==> src/hw/rtl/hmca_ram.sv <==
// hmca_ram: generic single-port RAM with registered read.
// No dependencies.
`timescale 1ns / 1ps

module hmca_ram #(
	parameter int WIDTH = 8,
	parameter int DEPTH = 64
) (
	input  logic                     clk,
	input  logic                     we,
	input  logic [$clog2(DEPTH)-1:0] addr,
	input  logic [WIDTH-1:0]         wdata,
	output logic [WIDTH-1:0]         rdata
);
	logic [WIDTH-1:0] mem [DEPTH];

	always_ff @(posedge clk) begin
		if (we) begin
			mem[addr] <= wdata;
		end
		rdata <= mem[addr];
	end
endmodule
==> config.mk <==
export PLATFORM = sky130hd
export DESIGN_NAME = hmca_ram
export DESIGN_NICKNAME = d
export VERILOG_FILES = /design/src/hw/rtl/hmca_ram.sv
export SDC_FILE = /design/constraint.sdc
export NUM_CORES = 1
export LEC_CHECK = 0
export BUFFER_PORTS_ARGS = -buffer_cell sky130_fd_sc_hd__buf_2
export CORE_MARGIN = 2
export CORE_UTILIZATION = 40
export CTS_BUF_LIST = sky130_fd_sc_hd__clkbuf_8
export DETAILED_ROUTE_END_ITERATION = 8
export GPL_TIMING_DRIVEN = 0
export HOLD_SLACK_MARGIN = 0.03
export PLACE_DENSITY_LB_ADDON = 0.08
export SETUP_SLACK_MARGIN = 0.15
export SLEW_MARGIN = 20
export SYNTH_ARGS = -nofsm -noshare
export SYNTH_HDL_FRONTEND = slang
export SYNTH_SLANG_ARGS = --single-unit
==> constraint.sdc <==
create_clock -name clk -period 3.7 [get_ports clk]
set_input_delay 0 -clock clk [delete_from_list [all_inputs] [get_ports clk]]
set_output_delay 0 -clock clk [all_outputs]
set_load 0.03 [all_outputs]
==> results of run 1 <==
## timing repair
action | in CTS | in global routing
endpoints found under the hold margin | 512 | 0
resized for setup | 1 | 0
hold buffers | 8 | 0
setup endpoints to repair | 8 | 54
## cells in the mapped netlist, types with 4 or more instances
| cell | count |
|---|---|
| edfxtp_1 | 512 |
| nor2_1 | 82 |
| mux2i_1 | 63 |
| nand2_1 | 45 |
| mux4_2 | 41 |
| a22oi_1 | 40 |
| clkbuf_1 | 36 |
| buf_2 | 30 |
| a21oi_1 | 28 |
| nand2b_1 | 24 |
| o22ai_1 | 22 |
| a221oi_1 | 21 |
| a31oi_1 | 15 |
| nand3b_1 | 12 |
| a221o_1 | 11 |
| o22a_1 | 11 |
| a22o_1 | 10 |
| and2_1 | 9 |
| and3_1 | 9 |
| o21ai_0 | 9 |
| o221ai_1 | 9 |
| dfxtp_1 | 8 |
| nand3_1 | 8 |
| nor2b_1 | 8 |
| a32oi_1 | 7 |
| mux2_1 | 7 |
| o2bb2ai_1 | 7 |
| a211oi_1 | 6 |
| and4_1 | 6 |
| buf_1 | 6 |
| buf_6 | 5 |
| mux2_2 | 5 |
| o31ai_1 | 5 |
| or3b_2 | 5 |
| a21o_1 | 4 |
| buf_4 | 4 |
## registers in the layout (all words and copies together) (netlist names)
name	flops
mem	512
rdata	8
## worst max-delay path by stage
stage / start / end / slack [ns] / cells after the start
floorplan: addr[1] / mem[13][0] / 1.60 / 7
global placement: addr[0] / mem[21][2] / -0.58 / 7
detailed placement: addr[0] / mem[21][2] / -0.59 / 7
CTS: addr[0] / mem[45][4] / 0.20 / 7
global route: addr[0] / mem[37][5] / 0.02 / 7
finish: addr[0] / mem[37][0] / 0.07 / 7
## power breakdown
part / switching (W) / internal, W / total [W]
sequential: 0.0000112 / 0.00653 / 0.00654
clock: 0.00228 / 0.00231 / 0.00460
combinational: 0.000569 / 0.000217 / 0.000786
## kinds of logic (layout without fill, tap and decap cells)
family | after synthesis | count (layout) | synth area share, %
AOI/OAI and AO/OA | 222 | 222 | 8.08
buffers and inverters | 84 | 263 | 1.98
DFF | 520 | 520 | 76.0
muxes | 116 | 116 | 8.26
other | 0 | 1 | 0
and+or+nand+nor | 229 | 229 | 5.71
## layer usage
layer  vias to the layer above  track usage (%)  wire length [µm]
met5                         -                0                 0
met4                         0             9.23              2540
met3                       148             4.89              5130
met2                       567             38.1             29100
met1                      6078             34.7             27500
li1                       5002                -                 -
## stage by stage
stage	utilization [%]	power [W]
5_1_grt	45.8	0.0123
3_3_place_gp	42.6	0.00743
6_report	45.8	0.0119
4_1_cts	45.8	0.0120
3_5_place_dp	42.6	0.00743
2_1_floorplan	-	0.00704
## worst max-delay path: stages
cell and delay, ns:
buf_2 0.13, buf_4 0.24, nor2b_1 0.55, clkbuf_1 0.74, clkbuf_1 0.46, nand3_1 0.76, nor2_1 1.03
## final cells by class
type	instances	share of cell area, %
multi-input combinational	567	19.6
clock inverter	55	0.940
sequential	520	67.5
timing repair buffer	30	0.913
inverter	3	0.0489
antenna	1	0.0109
clock buffer	94	5.62
tap	672	3.65
buffer	81	1.71
==> results.ini, run 1 <==
[outcome]
status=finished clean

[synth]
synthCells=1171
yosys_most_used_dff=edfxtp_1
ys_types=56
yosysSeqAreaShare_pct=76.0
synth_edf_count=512
syn_area_per_cell_um2=17.5
syn_area_mm2=0.0204
ys_top_cells_by_area=edfxtp_1 (75%), mux4_2 (4.5%), mux2i_1 (3.1%), nor2_1 (1.5%), a22oi_1 (1.5%)
syn-num-nets=1187
async_flop_share_pct=0
netlist.area_leader.share_pct=75.2
ys.warnings.count=0
ys_seq_elements=520
synth_top_area_cell=edfxtp_1

[timing]
fin_ws_ns=0.0670
post-route-min-period_ns=3.63
hold_viol=0
fin_crit_sh_pct=98.2
finalSetupTns_ns=0
slew_headroom_pct=23.1
grt_setup_unrepaired=true
worstMarginPinSlew_ns=1.15
clock_skew_ns=0.0334
whs_ns=0.271
slew_viol_final=0
setup_viol=0
max_freq_mhz=275

[global_route]
track_usage_pct=24.7
grt_pass1_vias=11800
grt_pass1_wl_um=90100
antenna_found_initial=3
grt_max_degree=65
grt.overflow.total=0

[layout]
nets=1306
ff_latch_area_mm2=0.0155
fillers=4514
synthToLayoutAreaGrowth_pct=12.5
drive_gt1_share_pct=16.1
fin_cells=2023
multi_input_area_mm2=0.00451
final_cell_mix=edfxtp_1 (512), clkbuf_8 (94), nor2_1 (81), mux2i_1 (63), nand2_1 (45)
final_common_cell=edfxtp_1
final_area_mm2=0.0230

[min_path]
hp-start=addr[3]
hold_class=in -> reg
worstHoldPathCells=5
whs_endpoint=rdata[2]

[detailed_routing]
viasPerCell=5.83
via_count=11800
antenna_left=0
dr.pass1.iters=5
drtIter0Drc=1465
drc=0
totalWireLength_um=64300
wire_per_inst_um=31.8

[placed_design]
post-dp-hpwl_um=40700
dpl_cell_area_mm2=0.0214
io_buffers=22
place_ws_ns=-0.594
numPlacedInstances=1865
gp_congestion=0.896

[die]
core_region_area_mm2=0.0503
dieArea_mm2=0.0529
io_pins=24
dieWidth_um=230
die_y_um=230
start_util_pct=40.7
row_count=82

[clock_tree]
cts_sinks=520
ctsRootBufferMaster=clkbuf_8
numCtsBuffers=87
htree_levels=3
insertion_delay_ns=0.68
cts_tree=done
postCtsSetupRepairBufs=0
cts_max_path_buffers=3
clk_pin_slew_ns=0.05

[critical_path]
cp_max_fo=10
r2r_slack_ns=1.28
crit_arrival_ns=3.92
reg2reg_depth=5
r2r_end=rdata[7]
endpoint_kind=flip-flop
crit_type=in -> reg
rr_startpoint=mem[6][7]
required_ns=3.99
startpoint_type=input port

[power]
p_per_area_mw_per_mm2=518
peakVddDrop_uv=353
p_leak_nw=7.43

[run]
cap_violations=0

No activity file was read; power rests on OpenSTA's default activity.
==> run 2, diff against run 1 <==
--- a/config.mk
+++ b/config.mk
@@ -5,6 +5,7 @@
 export SDC_FILE = /design/constraint.sdc
 export NUM_CORES = 1
 export LEC_CHECK = 0
+export ABC_AREA = 1
 export BUFFER_PORTS_ARGS = -buffer_cell sky130_fd_sc_hd__buf_2
 export CORE_MARGIN = 2
 export CORE_UTILIZATION = 40
==> constraint.sdc (replaced) <==
create_clock -name clk -period 3.7 [get_ports clk]
set_input_delay 0.925 -clock clk [delete_from_list [all_inputs] [get_ports clk]]
set_output_delay 0.925 -clock clk [all_outputs]
set_load 0.02 [all_outputs]
==> run 2 against run 1 <==
Synthesized area is 7.8% higher. Routed wire length up 6.2%. Maximum frequency grew 5.5%. Register-to-register slack gained 0.84 ns. Power increased by 0.63%. Final area up 7.1%. Critical path type unchanged. Setup slack improved by 0.19 ns. Highest routed layer is now met5.
==> results.ini, run 2 <==
[timing]
slew_viol_final=0  ; unchanged
finalSetupTns_ns=0  ; unchanged
clock_skew_ns=0.0421  ; +0.00868 ns
hold_viol=0  ; unchanged
setup_viol=0  ; unchanged
worstMarginPinSlew_ns=1.12  ; -0.0259 ns
fin_crit_sh_pct=93.1  ; -5.1 points
post-route-min-period_ns=3.44  ; -0.190 ns
slew_headroom_pct=24.9  ; +1.7 points
max_freq_mhz=290  ; +5.5%
grt_setup_unrepaired=false

[detailed_routing]
antenna_left=0  ; unchanged
drc=0  ; unchanged
via_count=15300  ; +30%
dr.pass1.iters=6  ; +1
wire_per_inst_um=22.4  ; -30%
drtIter0Drc=1454  ; -0.75%
viasPerCell=5.01  ; -14%
totalWireLength_um=68300  ; +6.2%

[clock_tree]
ctsRootBufferMaster=clkbuf_8
cts_tree=done
clk_pin_slew_ns=0.05  ; about the same
insertion_delay_ns=0.69  ; about the same
cts_hold_buffers=0  ; -8
cts_sinks=520  ; unchanged
ctsResizeCount=0  ; -1
postCtsSetupRepairBufs=0  ; unchanged
cts_max_path_buffers=3  ; unchanged
numCtsBuffers=89  ; +2.3%
htree_levels=3  ; unchanged

[die]
dieWidth_um=239  ; +3.8%
io_pins=24  ; unchanged
dieArea_mm2=0.0570  ; +7.7%
start_util_pct=40.2  ; -0.43 points
die_y_um=239  ; +3.8%
core_region_area_mm2=0.0548  ; +8.9%
row_count=86  ; +4.9%

[critical_path]
required_ns=3.99  ; about the same
crit_type=in -> reg
cp_max_fo=10  ; unchanged
reg2reg_depth=10  ; +5
crit_arrival_ns=3.73  ; -0.19 ns
startpoint_type=input port
endpoint_kind=flip-flop

[layout]
synthToLayoutAreaGrowth_pct=11.8
final_area_mm2=0.0246  ; +7.1%
nets=2298  ; +76%
final_core_util_pct=45.0  ; -0.78 points
final_cell_mix=nand2_1 (1,384), edfxtp_1 (512), clkbuf_8 (92), nor2_1 (87), buf_2 (64)
largest_reg_flops=512  ; unchanged
top_regs=mem x512, rdata x8
drive_gt1_share_pct=9.18  ; -6.9 points
final_common_cell=nand2_1
fillers=5264  ; +17%
max_flop_register=mem

[power]
finalPower_w=0.0120  ; +0.63%
peakVddDrop_uv=216  ; -39%
p_per_area_mw_per_mm2=487  ; -6.0%
p_leak_nw=10.3  ; +39%

[global_route]
track_usage_pct=24.4  ; -0.29 points
grt_max_degree=65  ; unchanged
grt_pass1_vias=14800  ; +25%
grt.overflow.total=0  ; unchanged
grt_pass1_wl_um=98600  ; +9.5%
antenna_found_initial=2  ; -1

[synth]
syn-num-nets=2183  ; +84%
synth_top_area_cell=edfxtp_1
yosys_most_used_dff=edfxtp_1
yosysSeqAreaShare_pct=70.5  ; -5.5 points
synth_edf_count=512  ; unchanged
ys.warnings.count=0  ; unchanged
synthCells=2167  ; +85%
async_flop_share_pct=0  ; unchanged
ys_top_cells_by_area=edfxtp_1 (70%), nand2_1 (24%), nor2_1 (1.5%), buf_2 (1.2%), buf_6 (0.77%)
synth.most_common_cell=nand2_1
ys_seq_elements=520  ; unchanged
netlist.area_leader.share_pct=69.7  ; -5.4 points
syn_area_per_cell_um2=10.2  ; -42%
synth_top_cells_by_count=nand2_1 (1,384), edfxtp_1 (512), nor2_1 (87)
ys_types=22  ; -61%
syn_area_mm2=0.0220  ; +7.8%

[placed_design]
dpl_cell_area_mm2=0.0231  ; +8.0%
post-dp-hpwl_um=46100  ; +13%
gp_congestion=0.902  ; +0.71%
io_buffers=18  ; -18%

[min_path]
hold_class=in -> reg
worstHoldPathCells=1  ; -4

[outcome]
status=finished clean

[run]
cap_violations=0  ; unchanged

[run 2: per-stage QoR]
step           std cells  hold slack, ns  worst slack [ns]
2_1_floorplan       2167           0.599             0.806
3_3_place_gp        2889           0.836            -0.462
3_5_place_dp        2895           0.819            -0.353
4_1_cts             3046           0.630             0.360
5_1_grt             3047           0.657             0.255
6_report            3049           0.673             0.256
[run 2: path summary, 6_finish.rpt]
check                   from  slack [ns]         end
setup / recovery     addr[0]        0.26  mem[52][1]
hold / removal      wdata[2]        0.67  mem[43][2]
setup reg to reg   mem[7][4]        2.12    rdata[4]
hold reg to reg   mem[23][6]        0.87    rdata[6]
[run 2: worst max-delay path, stage by stage]
cell and delay [ns]:
buf_2 0.12, inv_2 0.17, buf_2 0.43, buf_2 0.37, nand3_1 0.61, nor2_1 1.09
[run 2: cell type report]
cell class | count | area (µm²) | area share (%)
flip-flops and latches | 520 | 15500 | 63.0
plain buffers | 101 | 583 | 2.37
inverters | 30 | 113 | 0.457
clock buffers | 92 | 1270 | 5.14
multi-input cells | 1516 | 5830 | 23.6
diodes | 3 | 7.51 | 0.0305
well taps | 704 | 881 | 3.57
clock inverters | 59 | 238 | 0.964
repair buffers | 24 | 200 | 0.812
[run 2: where the power goes]
part	internal, W	switching [W]
logic	0.000206	0.000685
clock network	0.00227	0.00229
registers	0.00652	0.0000116
total	0.00901	0.00299
[run 2: layer usage]
layer,share of wire (%),up-vias,track usage [%]
met5,0.015,-,0
met1,43,7384,31.7
met3,6.7,124,5.13
met4,2.8,2,8.84
met2,48,509,40.3
li1,-,7261,-
[run 2: cells by family after synthesis]
logic type / count (synthesis) / share of synthesized area, %
compound gates: 12 / 0.329
buf+inv: 131 / 3.16
flops: 520 / 70.5
simple gates: 1504 / 26.0
